$ cat src/design/rc5_pkg.sv
// ----------------------------------------------------------------------------
// rc5_pkg
// Shared types, constants and word functions for the RC5-16 block cipher.
// ----------------------------------------------------------------------------
package rc5_pkg;

	// 16-bit cipher word
	typedef logic [15:0] word_t;

	// key schedule magic constants
	localparam word_t P16 = 16'hB7E1;
	localparam word_t Q16 = 16'h9E37;

	// key words (128-bit key as eight 16-bit words)
	localparam int KEY_WORDS = 8;
	localparam int KEY_AW    = 3;

	// key schedule rotate amount for the subkey mix
	localparam logic [3:0] MIX_ROT = 4'd3;

	// configuration register indexes
	localparam int               CFG_IDX_W    = 2;
	localparam logic [CFG_IDX_W-1:0] CFG_KEY_LOW  = 2'd0;
	localparam logic [CFG_IDX_W-1:0] CFG_KEY_HIGH = 2'd1;

	// operation codes
	localparam logic FUNC_ENC = 1'b0;
	localparam logic FUNC_DEC = 1'b1;

	// controller to datapath commands
	typedef struct packed {
		logic key_lo_wr;
		logic key_hi_wr;
		logic in_load;
		logic use_in;
		logic fill_init;
		logic fill_step;
		logic mix_rd;
		logic mix_wr;
		logic blk_start;
		logic blk_step;
		logic out_load;
	} ctl_cmd_t;

	// datapath to controller status
	typedef struct packed {
		logic fill_last;
		logic mix_last;
		logic run_last;
	} dp_sts_t;

	// rotate left, low four bits of the amount count
	function automatic word_t rotl(input word_t v, input logic [3:0] s);
		logic [31:0] t;
		t = {v, v} << s;
		return t[31:16];
	endfunction

	// rotate right, low four bits of the amount count
	function automatic word_t rotr(input word_t v, input logic [3:0] s);
		logic [31:0] t;
		t = {v, v} >> s;
		return t[15:0];
	endfunction

endpackage

$ cat src/design/rc5_ctrl.sv
// ----------------------------------------------------------------------------
// rc5_ctrl
// Sequencer for key expansion and block rounds; owns the handshake flags.
// ----------------------------------------------------------------------------
module rc5_ctrl (
	input  logic                         clk,
	input  logic                         arst_n,
	input  logic                         in_valid,
	output logic                         in_stall,
	output logic                         out_valid,
	input  logic                         out_stall,
	input  logic                         cfg_valid,
	input  logic [rc5_pkg::CFG_IDX_W-1:0] cfg_index,
	output rc5_pkg::ctl_cmd_t            cmd,
	input  rc5_pkg::dp_sts_t             sts
);
	import rc5_pkg::*;

	typedef enum logic [2:0] {
		ST_IDLE,
		ST_FILL,
		ST_MIX_RD,
		ST_MIX_WR,
		ST_LOAD,
		ST_RUN,
		ST_DONE
	} state_t;

	state_t state_q, state_d;
	logic   table_ready_q, table_ready_d;
	logic   out_valid_q, out_valid_d;
	logic   out_free;

	// output register can take a result this cycle
	assign out_free = !out_valid_q || !out_stall;

	// next state and command decode
	always_comb begin
		cmd           = '0;
		state_d       = state_q;
		table_ready_d = table_ready_q;
		out_valid_d   = out_valid_q;

		if (out_valid_q && !out_stall) begin
			out_valid_d = 1'b0;
		end

		// key writes mark the subkey table stale
		if (cfg_valid && cfg_index == CFG_KEY_LOW) begin
			cmd.key_lo_wr = 1'b1;
			table_ready_d = 1'b0;
		end
		if (cfg_valid && cfg_index == CFG_KEY_HIGH) begin
			cmd.key_hi_wr = 1'b1;
			table_ready_d = 1'b0;
		end

		unique case (state_q)
			ST_IDLE: begin
				if (in_valid) begin
					cmd.in_load = 1'b1;
					if (table_ready_q) begin
						cmd.blk_start = 1'b1;
						cmd.use_in    = 1'b1;
						state_d       = ST_RUN;
					end else begin
						cmd.fill_init = 1'b1;
						state_d       = ST_FILL;
					end
				end
			end
			ST_FILL: begin
				cmd.fill_step = 1'b1;
				if (sts.fill_last) begin
					state_d = ST_MIX_RD;
				end
			end
			ST_MIX_RD: begin
				cmd.mix_rd = 1'b1;
				state_d    = ST_MIX_WR;
			end
			ST_MIX_WR: begin
				cmd.mix_wr = 1'b1;
				if (sts.mix_last) begin
					table_ready_d = 1'b1;
					state_d       = ST_LOAD;
				end else begin
					state_d = ST_MIX_RD;
				end
			end
			ST_LOAD: begin
				cmd.blk_start = 1'b1;
				state_d       = ST_RUN;
			end
			ST_RUN: begin
				cmd.blk_step = 1'b1;
				if (sts.run_last) begin
					if (out_free) begin
						cmd.out_load = 1'b1;
						out_valid_d  = 1'b1;
						state_d      = ST_IDLE;
					end else begin
						state_d = ST_DONE;
					end
				end
			end
			ST_DONE: begin
				if (out_free) begin
					cmd.out_load = 1'b1;
					out_valid_d  = 1'b1;
					state_d      = ST_IDLE;
				end
			end
			default: begin
				state_d = ST_IDLE;
			end
		endcase
	end

	// state and flags
	always_ff @(posedge clk or negedge arst_n) begin
		if (!arst_n) begin
			state_q       <= ST_IDLE;
			table_ready_q <= 1'b0;
			out_valid_q   <= 1'b0;
		end else begin
			state_q       <= state_d;
			table_ready_q <= table_ready_d;
			out_valid_q   <= out_valid_d;
		end
	end

	assign in_stall  = (state_q != ST_IDLE);
	assign out_valid = out_valid_q;

endmodule

$ cat src/design/rc5_dpath.sv
// ----------------------------------------------------------------------------
// rc5_dpath
// Key registers, subkey memory, key schedule and round datapath.
// ----------------------------------------------------------------------------
module rc5_dpath #(
	parameter int ROUNDS = 20
) (
	input  logic              clk,
	input  logic              arst_n,
	input  rc5_pkg::ctl_cmd_t cmd,
	output rc5_pkg::dp_sts_t  sts,
	input  logic [63:0]       cfg_data,
	input  logic              func,
	input  logic [31:0]       block_in,
	output logic [31:0]       block_out
);
	import rc5_pkg::*;

	localparam int SUBKEYS   = 2 * ROUNDS + 2;
	localparam int MIX_STEPS = 3 * ((SUBKEYS > KEY_WORDS) ? SUBKEYS : KEY_WORDS);
	localparam int AW        = $clog2(SUBKEYS);
	localparam int MW        = $clog2(MIX_STEPS);
	localparam int PW        = AW - 1;

	// key registers
	logic [63:0] key_low_q, key_high_q;

	// subkey memory and its registered read ports
	word_t       subkey_q [SUBKEYS];
	word_t       rd0_q, rd1_q;
	logic [AW-1:0] ra0, ra1, wa;
	word_t       wd;
	logic        we;

	// key schedule state
	word_t       words_q [KEY_WORDS];
	logic [AW-1:0] i_q;
	logic [KEY_AW-1:0] j_q;
	logic [MW-1:0] mcnt_q;
	word_t       fval_q;
	word_t       ma_q, mb_q;
	word_t       ma_nx, mb_nx;

	// block state
	logic        func_q;
	logic [31:0] block_q;
	logic        run_func_q;
	logic [PW-1:0] p_q, p_nx, p_start;
	word_t       a_q, b_q, a_nx, b_nx;
	logic [31:0] block_out_q;
	logic        start_func;

	// key register writes
	always_ff @(posedge clk or negedge arst_n) begin
		if (!arst_n) begin
			key_low_q  <= '0;
			key_high_q <= '0;
		end else begin
			if (cmd.key_lo_wr) key_low_q <= cfg_data;
			if (cmd.key_hi_wr) key_high_q <= cfg_data;
		end
	end

	// schedule mix step
	always_comb begin
		word_t sum_b;
		ma_nx = rotl(rd0_q + ma_q + mb_q, MIX_ROT);
		sum_b = ma_nx + mb_q;
		mb_nx = rotl(words_q[j_q] + sum_b, sum_b[3:0]);
	end

	// pair to fetch next
	assign start_func = cmd.use_in ? func : func_q;
	assign p_start    = (start_func == FUNC_DEC) ? PW'(ROUNDS) : '0;
	always_comb begin
		if (cmd.blk_start) begin
			p_nx = p_start;
		end else if (run_func_q == FUNC_DEC) begin
			p_nx = p_q - 1'b1;
		end else begin
			p_nx = p_q + 1'b1;
		end
	end

	// memory ports
	assign ra0 = cmd.mix_rd ? i_q : AW'({p_nx, 1'b0});
	assign ra1 = AW'({p_nx, 1'b1});
	assign we  = cmd.fill_step || cmd.mix_wr;
	assign wa  = i_q;
	assign wd  = cmd.fill_step ? fval_q : ma_nx;

	always_ff @(posedge clk) begin
		if (we) subkey_q[wa] <= wd;
		rd0_q <= subkey_q[ra0];
		rd1_q <= subkey_q[ra1];
	end

	// key schedule sequencing
	always_ff @(posedge clk) begin
		if (cmd.fill_init) begin
			for (int k = 0; k < KEY_WORDS / 2; k++) begin
				words_q[k]                 <= key_low_q[16*k +: 16];
				words_q[k + KEY_WORDS / 2] <= key_high_q[16*k +: 16];
			end
			i_q    <= '0;
			j_q    <= '0;
			mcnt_q <= '0;
			fval_q <= P16;
			ma_q   <= '0;
			mb_q   <= '0;
		end else if (cmd.fill_step || cmd.mix_wr) begin
			i_q <= (i_q == AW'(SUBKEYS - 1)) ? '0 : i_q + 1'b1;
			if (cmd.fill_step) begin
				fval_q <= fval_q + Q16;
			end else begin
				ma_q           <= ma_nx;
				mb_q           <= mb_nx;
				words_q[j_q]   <= mb_nx;
				j_q            <= j_q + 1'b1;
				mcnt_q         <= mcnt_q + 1'b1;
			end
		end
	end

	// one round, or the whitening step at pair zero
	always_comb begin
		word_t t;
		t    = '0;
		a_nx = a_q;
		b_nx = b_q;
		if (run_func_q == FUNC_ENC) begin
			if (p_q == '0) begin
				a_nx = a_q + rd0_q;
				b_nx = b_q + rd1_q;
			end else begin
				t    = rotl(a_q ^ b_q, b_q[3:0]) + rd0_q;
				a_nx = t;
				b_nx = rotl(b_q ^ t, t[3:0]) + rd1_q;
			end
		end else begin
			if (p_q == '0) begin
				a_nx = a_q - rd0_q;
				b_nx = b_q - rd1_q;
			end else begin
				t    = rotr(b_q - rd1_q, a_q[3:0]) ^ a_q;
				b_nx = t;
				a_nx = rotr(a_q - rd0_q, t[3:0]) ^ t;
			end
		end
	end

	// block registers
	always_ff @(posedge clk) begin
		if (cmd.in_load) begin
			func_q  <= func;
			block_q <= block_in;
		end
		if (cmd.blk_start) begin
			run_func_q <= start_func;
			p_q        <= p_start;
			a_q        <= cmd.use_in ? block_in[31:16] : block_q[31:16];
			b_q        <= cmd.use_in ? block_in[15:0] : block_q[15:0];
		end else if (cmd.blk_step) begin
			p_q <= p_nx;
			a_q <= a_nx;
			b_q <= b_nx;
		end
		if (cmd.out_load) begin
			block_out_q <= cmd.blk_step ? {a_nx, b_nx} : {a_q, b_q};
		end
	end

	// status
	assign sts.fill_last = (i_q == AW'(SUBKEYS - 1));
	assign sts.mix_last  = (mcnt_q == MW'(MIX_STEPS - 1));
	assign sts.run_last  = (run_func_q == FUNC_DEC) ? (p_q == '0) : (p_q == PW'(ROUNDS));

	assign block_out = block_out_q;

endmodule

$ cat src/design/rc5_16_20_block_cipher.sv
// ----------------------------------------------------------------------------
// rc5_16_20_block_cipher
// RC5 with 16-bit words and a 128-bit key on 32-bit blocks.
// ----------------------------------------------------------------------------
// Usage:
//   Input channel (in_valid/in_stall) carries func (0 encrypt, 1 decrypt)
//   and block_in; half A is block_in[31:16], half B is block_in[15:0].
//   Output channel (out_valid/out_stall) returns block_out, same packing.
//   Config channel (cfg_valid/cfg_ready, always ready) writes key_low at
//   index 0 and key_high at index 1; other indexes are ignored. Write the
//   key only while the block is idle.
//   A request is accepted only while the block is idle, so the next one
//   waits until the previous result is loaded; the round unit does one
//   round per cycle from a dual-read subkey memory.
//   After a key write the first request also pays for key expansion:
//   a fill of 2*ROUNDS+2 subkeys, then 3*max(2*ROUNDS+2,8) mix steps that
//   each pass through a read and a write state, then a block load state.
//   Reset clears the key to zero and marks the subkey table stale.
//   A stalled result sits in the output register; the next request is
//   still accepted and runs, then waits until the output register frees.
// ----------------------------------------------------------------------------
module rc5_16_20_block_cipher #(
	parameter int ROUNDS = 20
) (
	input  logic                          clk,
	input  logic                          arst_n,
	input  logic                          in_valid,
	output logic                          in_stall,
	input  logic                          func,
	input  logic [31:0]                   block_in,
	output logic                          out_valid,
	input  logic                          out_stall,
	output logic [31:0]                   block_out,
	input  logic                          cfg_valid,
	output logic                          cfg_ready,
	input  logic [rc5_pkg::CFG_IDX_W-1:0] cfg_index,
	input  logic [63:0]                   cfg_data
);
	import rc5_pkg::*;

	ctl_cmd_t cmd;
	dp_sts_t  sts;

	// key registers accept a write on any cycle
	assign cfg_ready = 1'b1;

	rc5_ctrl u_ctrl (
		.clk       (clk),
		.arst_n    (arst_n),
		.in_valid  (in_valid),
		.in_stall  (in_stall),
		.out_valid (out_valid),
		.out_stall (out_stall),
		.cfg_valid (cfg_valid),
		.cfg_index (cfg_index),
		.cmd       (cmd),
		.sts       (sts)
	);

	rc5_dpath #(
		.ROUNDS (ROUNDS)
	) u_dpath (
		.clk       (clk),
		.arst_n    (arst_n),
		.cmd       (cmd),
		.sts       (sts),
		.cfg_data  (cfg_data),
		.func      (func),
		.block_in  (block_in),
		.block_out (block_out)
	);

endmodule
$ cat config.mk
export PLATFORM = sky130hd
export DESIGN_NAME = rc5_16_20_block_cipher
export DESIGN_NICKNAME = d
export VERILOG_FILES = /design/src/design/rc5_pkg.sv /design/src/design/rc5_ctrl.sv /design/src/design/rc5_dpath.sv /design/src/design/rc5_16_20_block_cipher.sv
export SDC_FILE = /design/constraint.sdc
export NUM_CORES = 2
export LEC_CHECK = 0
export BUFFER_PORTS_ARGS = -buffer_cell sky130_fd_sc_hd__buf_2
export CAP_MARGIN = 20
export CORE_MARGIN = 5
export CORE_UTILIZATION = 35
export DETAILED_ROUTE_END_ITERATION = 16
export GPL_TIMING_DRIVEN = 0
export SYNTH_ARGS = -nofsm -noshare
export SYNTH_HDL_FRONTEND = slang
export SYNTH_HIERARCHICAL = 1
export SYNTH_SLANG_ARGS = --single-unit
$ cat constraint.sdc
create_clock -name clk -period 9.9 [get_ports clk]
set_clock_uncertainty 0.15 [all_clocks]
set_input_delay 0.495 -clock clk [delete_from_list [all_inputs] [get_ports clk]]
set_output_delay 0.495 -clock clk [all_outputs]
set_load 0.05 [all_outputs]
Word level (Yosys, flattened, before mapping)
Memories as Yosys holds them, arrays and structs flattened. A register that Yosys moved wholly into a read port is not among the register bits.
Index checks and enable logic that the tools add are counted.
- register bits after elaboration: 300
- memory bits (writable): 800
- output and inout bits: 35
- logic and storage cells: 143
- memories kept: 2
- memories (memory ; words ; bits a word ; read ports ; clocked after memory_dff ; wr ports ; RTL line ; RTL):
    u_dpath.subkey_q ; 42 ; 16 ; 2 ; 2 ; 1 ; rc5_dpath.sv:29 ; word_t subkey_q [SUBKEYS];
    u_dpath.words_q ; 8 ; 16 ; 1 ; 1 ; 8 ; rc5_dpath.sv:36 ; word_t words_q [KEY_WORDS];
- add/subtract/negate cells: 16
- equal/unequal tests: 14
- shift operators: 5
- multiplexer cells: 67
- bitwise gates (word level): 5
- reduce and logical (&&, ||, !) cells: 16
- operator list (operator ; count):
    $mux W16 ; 14
    $add A16 B16 Y16 ; 8
    $shl A32 B4 Y32 ; 3
    $shr A32 B4 Y16 ; 2
    $xor A16 B16 Y16 ; 4
    $mux W3 ; 12
    $mux W32 ; 1
    $sub A16 B16 Y16 ; 2
    $mux W1 ; 29
    $mux W5 ; 5
    $pmux W3 S7 ; 1
    $add A16 B16 Y16 const B ; 1
    $reduce_or A16 Y1 ; 1
    $mux W6 ; 2
    $eq A3 B3 Y1 const B ; 3
    $add A7 B1 Y7 const B ; 1
    $eq A7 B7 Y1 const B ; 1
    $add A6 B1 Y6 const B ; 1
    $eq A3 B2 Y1 const B ; 2
    $eq A6 B6 Y1 const B ; 1
    $ne A2 B2 Y1 const B ; 3
    $pmux W1 S2 ; 3
    $add A5 B1 Y5 const B ; 1
    $eq A5 B5 Y1 const B ; 1
    16 further kinds ; 21

Longest topological paths before layout
- depth in word-level cells: 10
- depth in mapped cells: 42

Hierarchy
The synthesis kept the hierarchy.
- modules (own cells, without submodules) (module ; instances ; cells an instance ; area each (um^2)):
    rc5_dpath ; 1 ; 4785 ; 58732.6
    rc5_ctrl ; 1 ; 51 ; 377.9
    rc5_16_20_block_cipher ; 1 ; 2 ; 11.3

Least setup slack after synthesis
Ideal clock, no wire load.
- path kind: reg2reg
- start point: register u_dpath.rd0_q[1], read port of u_dpath.subkey_q
- end point: memory u_dpath/words_q[0][10] (netlist bit) (data pin)
- library setup time: 0.282 ns
- arrival: 7.990 ns
- required time: 9.468 ns
- path slack: 1.478 ns
- cell stages (with the launch flop): 35
- buffers on the path: 1
- cells stage by stage: dfxtp_1 -> inv_1 -> fa_1 -> inv_1 -> ha_1 -> fa_1 -> a21o_1 -> a21oi_1 -> o21bai_1 -> a21oi_1 -> o21bai_1 -> a21oi_1 -> o21bai_1 -> a21oi_1 -> o21bai_1 -> a21oi_1 -> xnor2_1 -> ha_1 -> fa_1 -> xnor2_1 -> inv_1 -> clkbuf_1 -> ha_1 -> a21oi_1 -> o21ai_0 -> a21oi_1 -> o21bai_1 -> a41o_1 -> a31o_2 -> a31oi_1 -> xnor3_1 -> xor2_1 -> o21ai_0 -> o31ai_1 -> o21ai_0
- RTL lines (element ; RTL line ; RTL):
    start: declaration ; rc5_dpath.sv:30 ; word_t rd0_q, rd1_q;
    end: declaration ; rc5_dpath.sv:36 ;

==> flow_summary.ini <==
[outcome]
result_of_the_run = completed

[placement]
placed_cell_area_um2 = 63610
final_weighted_congestion_in_routability_driven_placement = 0.9985
placed_cells = 7247
io_buffers = 137
dp_hpwl_um = 163100

[global_route]
first_global_vias = 43680
global_route.usage.met1 = 0.3128
number_of_antenna_violations_at_the_first_check_in_global_routing = 10
grt_busiest_layer = met2
pin_count_of_the_biggest_net_entering_global_routing = 93
met2_usage = 0.3883
gr-total-overflow = 0
wire_length_of_the_first_global_routing_pass_um = 310800
met3_usage = 0.04632
grtUsageTotal = 0.2376

[setup_path]
r2r_setup_slack_ps = 540
critical_path_cell_count = 41
startpoint = u_dpath/rd0_q[1]$_DFF_P_
ff2ff_path_depth = 41
rr_endpoint = u_dpath/words_q[4][14]$_DFFE_PP_
timing.critical_path.max_delay_family = compound AO/OA/AOI/OAI gates
crit_path_end = u_dpath/words_q[4][14]$_DFFE_PP_
rr_startpoint = u_dpath/rd0_q[1]$_DFF_P_
crit_type = reg2reg
crit_path_max_fanout = 7
critPathBufInv = 3
critical_path.startpoint_type = register
critical_path.slowest_cell = sky130_fd_sc_hd__fa_1
worst_path_largest_cell_delay_ps = 550
cp.required_ps = 10220
worst-endpoint-arrival_ps = 9680
worstSetupEndpointType = register

[timing]
report.final.hold_viol_count = 0
count_of_final_max_slew_check_failures = 0
setup-tns-final_ps = 0
slew_margin_rel = 0.1521
timing.final.crit_share = 0.9456
timing.hold.ws_ps = 48.72
timing.fmax_mhz = 106.8
rsz0062_at_grt = no
post-route-min-period_ps = 9361
worst_slew_pin_slew_ps = 1272
number_of_setup_violations_in_the_final_report = 0

[synthesis]
synth_edf_count = 903
netlist.top_cell.by_area = sky130_fd_sc_hd__edfxtp_1
synthCells = 4838
synth_sequential_area_ratio = 0.5485
yosys.cell_types.count = 106
synthesized_area_per_cell_um2 = 12.22
mappedNetlistNets = 5097
dominant_cells_by_area_after_synthesis = sky130_fd_sc_hd__edfxtp_1 46%, sky130_fd_sc_hd__mux4_2 8.4%, sky130_fd_sc_hd__dfrtp_1 5.6%
synth.cell_area_um2 = 59120
synth_largest_type_area_fraction = 0.4586
synthesis.yosys.warnings = 6
synth.ff_latch_count = 1135
synthFlopType = sky130_fd_sc_hd__edfxtp_1
yosys.cell_count.top_type = sky130_fd_sc_hd__edfxtp_1
synth_commonest_cells = 903 x sky130_fd_sc_hd__edfxtp_1, 684 x sky130_fd_sc_hd__nand2_1, 295 x sky130_fd_sc_hd__o21ai_0, 266 x sky130_fd_sc_hd__a21oi_1, 257 x sky130_fd_sc_hd__clkbuf_1
synthArstFlopShare = 0.1172

[floorplan]
site_rows = 150
die_x_um = 421.0
initial_utilization = 0.3528
die_area_um2 = 177200
ios = 139
core_region_area_um2 = 167600
dieHeight_um = 421.0

[cells_and_area]
post_route_cells_drive_above_1_share = 0.1835
regArea_um2 = 32430
layout.filler_cells = 15720
finalInstanceArea_um2 = 69130
post_layout_nonfiller_instances = 7599
synthToLayoutAreaGrowth_pct = 16.93
multiInputGateArea_um2 = 25370
final_net_count = 5547

[route]
detail_route.wl_per_cell_um = 28.66
vias = 44660
drcViolationCount = 0
number_of_nets_with_antenna_violations_after_detailed_routing = 0
routed_wl_um = 217800
first_pass_iters = 7
avgViaCountPerCell = 5.877
dr.first_iter.drc_count = 5255

[run]
timing.max_cap.violations = 0

[cts]
cts_tree = done
cts.sinks = 1135
clock_slew_seen_by_the_registers_of_the_worst_setup_and_hold_paths_ps = 60
numCtsBuffers = 121
cts_htree_levels = 3
clockBufferDepth = 3
clk_root_buffer_cell = sky130_fd_sc_hd__clkbuf_16
worst_skew_pair.late_latency_ps = 820

[worst_hold_path]
worst_hold_path_type = in2async
[final cells by class]
| type | instances | area share |
|---|---|---|
| antenna | 4 | 0.0001448 |
| buffer | 320 | 0.01828 |
| clock buffer | 147 | 0.04668 |
| clock inverter | 79 | 0.01173 |
| inverter | 115 | 0.006299 |
| multi-input combinational | 3267 | 0.3670 |
| sequential | 1135 | 0.4691 |
| tap | 2204 | 0.03989 |
| timing repair buffer | 328 | 0.04089 |
[layer usage]
layer,part of all wire,up-vias
met4,0.046,4
met1,0.39,22650
met5,0.00013,-
met2,0.47,2296
met3,0.091,438
li1,-,19270
[repair_timing]
item / CTS / global route
pin swaps: 3 / 4
hold buffers: 99 / 0
endpoints found under the setup margin: 141 / 154
endpoints found under the hold margin: 304 / 0
gates resized for setup: 20 / 40
buffers inserted: 6 / 6
[kinds of logic (layout without fill, tap and decap cells)]
logic type / count (synthesis) / after routing / synth area share
AND/OR/NAND/NOR: 1274 / 1274 / 0.09502
flip-flops: 1135 / 1135 / 0.5485
AO/OA/AOI/OAI: 1112 / 1112 / 0.1200
multiplexers: 537 / 537 / 0.1420
buffers and inverters: 436 / 989 / 0.02849
XOR/XNOR: 188 / 188 / 0.03009
adder cells (fa/ha/maj): 155 / 155 / 0.03585
other: 1 / 5 / 0.00006343
[flip-flops by register name, summed over array words and instances (netlist names), 32 cells and up, named ones only]
signal,flops
u_dpath/block_q,32
u_dpath/words_q,128
u_dpath/key_low_q,64
u_dpath/key_high_q,64
u_dpath/subkey_q,672
u_dpath/block_out,32
[cells in the final DEF (no fill, tap or decap), types with 38 or more instances in the layout]
| cell type | instances |
|---|---|
| sky130_fd_sc_hd__edfxtp_1 | 903 |
| sky130_fd_sc_hd__nand2_1 | 683 |
| sky130_fd_sc_hd__o21ai_0 | 290 |
| sky130_fd_sc_hd__clkbuf_1 | 264 |
| sky130_fd_sc_hd__a21oi_1 | 255 |
| sky130_fd_sc_hd__mux4_2 | 220 |
| sky130_fd_sc_hd__mux2_2 | 203 |
| sky130_fd_sc_hd__nor2_1 | 197 |
| sky130_fd_sc_hd__buf_2 | 160 |
| sky130_fd_sc_hd__dfrtp_1 | 133 |
| sky130_fd_sc_hd__ha_1 | 130 |
| sky130_fd_sc_hd__clkbuf_16 | 122 |
| sky130_fd_sc_hd__xnor2_1 | 113 |
| sky130_fd_sc_hd__mux2i_1 | 110 |
| sky130_fd_sc_hd__inv_1 | 105 |
| sky130_fd_sc_hd__dlygate4sd3_1 | 99 |
| sky130_fd_sc_hd__dfxtp_1 | 98 |
| sky130_fd_sc_hd__nand3_1 | 85 |
| sky130_fd_sc_hd__a311oi_1 | 84 |
| sky130_fd_sc_hd__a211oi_1 | 78 |
| sky130_fd_sc_hd__o22ai_1 | 68 |
| sky130_fd_sc_hd__xor2_1 | 60 |
| sky130_fd_sc_hd__a31oi_1 | 59 |
| sky130_fd_sc_hd__nor2b_1 | 51 |
| sky130_fd_sc_hd__buf_1 | 42 |
| sky130_fd_sc_hd__nor3_1 | 39 |
| sky130_fd_sc_hd__nand2b_1 | 38 |
[worst min path at each step]
stage | from | endpoint | slack, ps
after floorplan | arst_n | u_ctrl/out_valid$_DFF_PN0_ | 50
after global placement | u_dpath/ma_q[1]$_SDFFE_PP0P_ | u_dpath/ma_q[1]$_SDFFE_PP0P_ | 300
after detailed placement | arst_n | u_dpath/key_low_q[21]$_DFFE_PN0P_ | 280
after CTS | arst_n | u_dpath/key_high_q[22]$_DFFE_PN0P_ | 1
after global routing | arst_n | u_dpath/key_low_q[14]$_DFFE_PN0P_ | 80
final | arst_n | u_dpath/key_low_q[21]$_DFFE_PN0P_ | 50
[worst register-to-register path: cells and delay by family, from the launching register on]
kind                     cells  cell delay, ps
AO/OA/AOI/OAI               26            4540
AND/OR/NAND/NOR              2             160
XOR/XNOR                     4            1000
adder cells (fa/ha/maj)      6            2290
buffers and inverters        3             490
flip-flops                   1             420
[stage by stage]
stage,setup WS [ps],util
after global placement,-1687,0.3733
final,538.9,0.4125
after global routing,19.15,0.4124
after CTS,2.197,0.4104
after floorplan,1478,-
after detailed placement,-640.2,0.3796
Power is left out: the tool's default activity adds up to more than one toggle a clock period on the data nets, which glitch-free logic cannot reach.
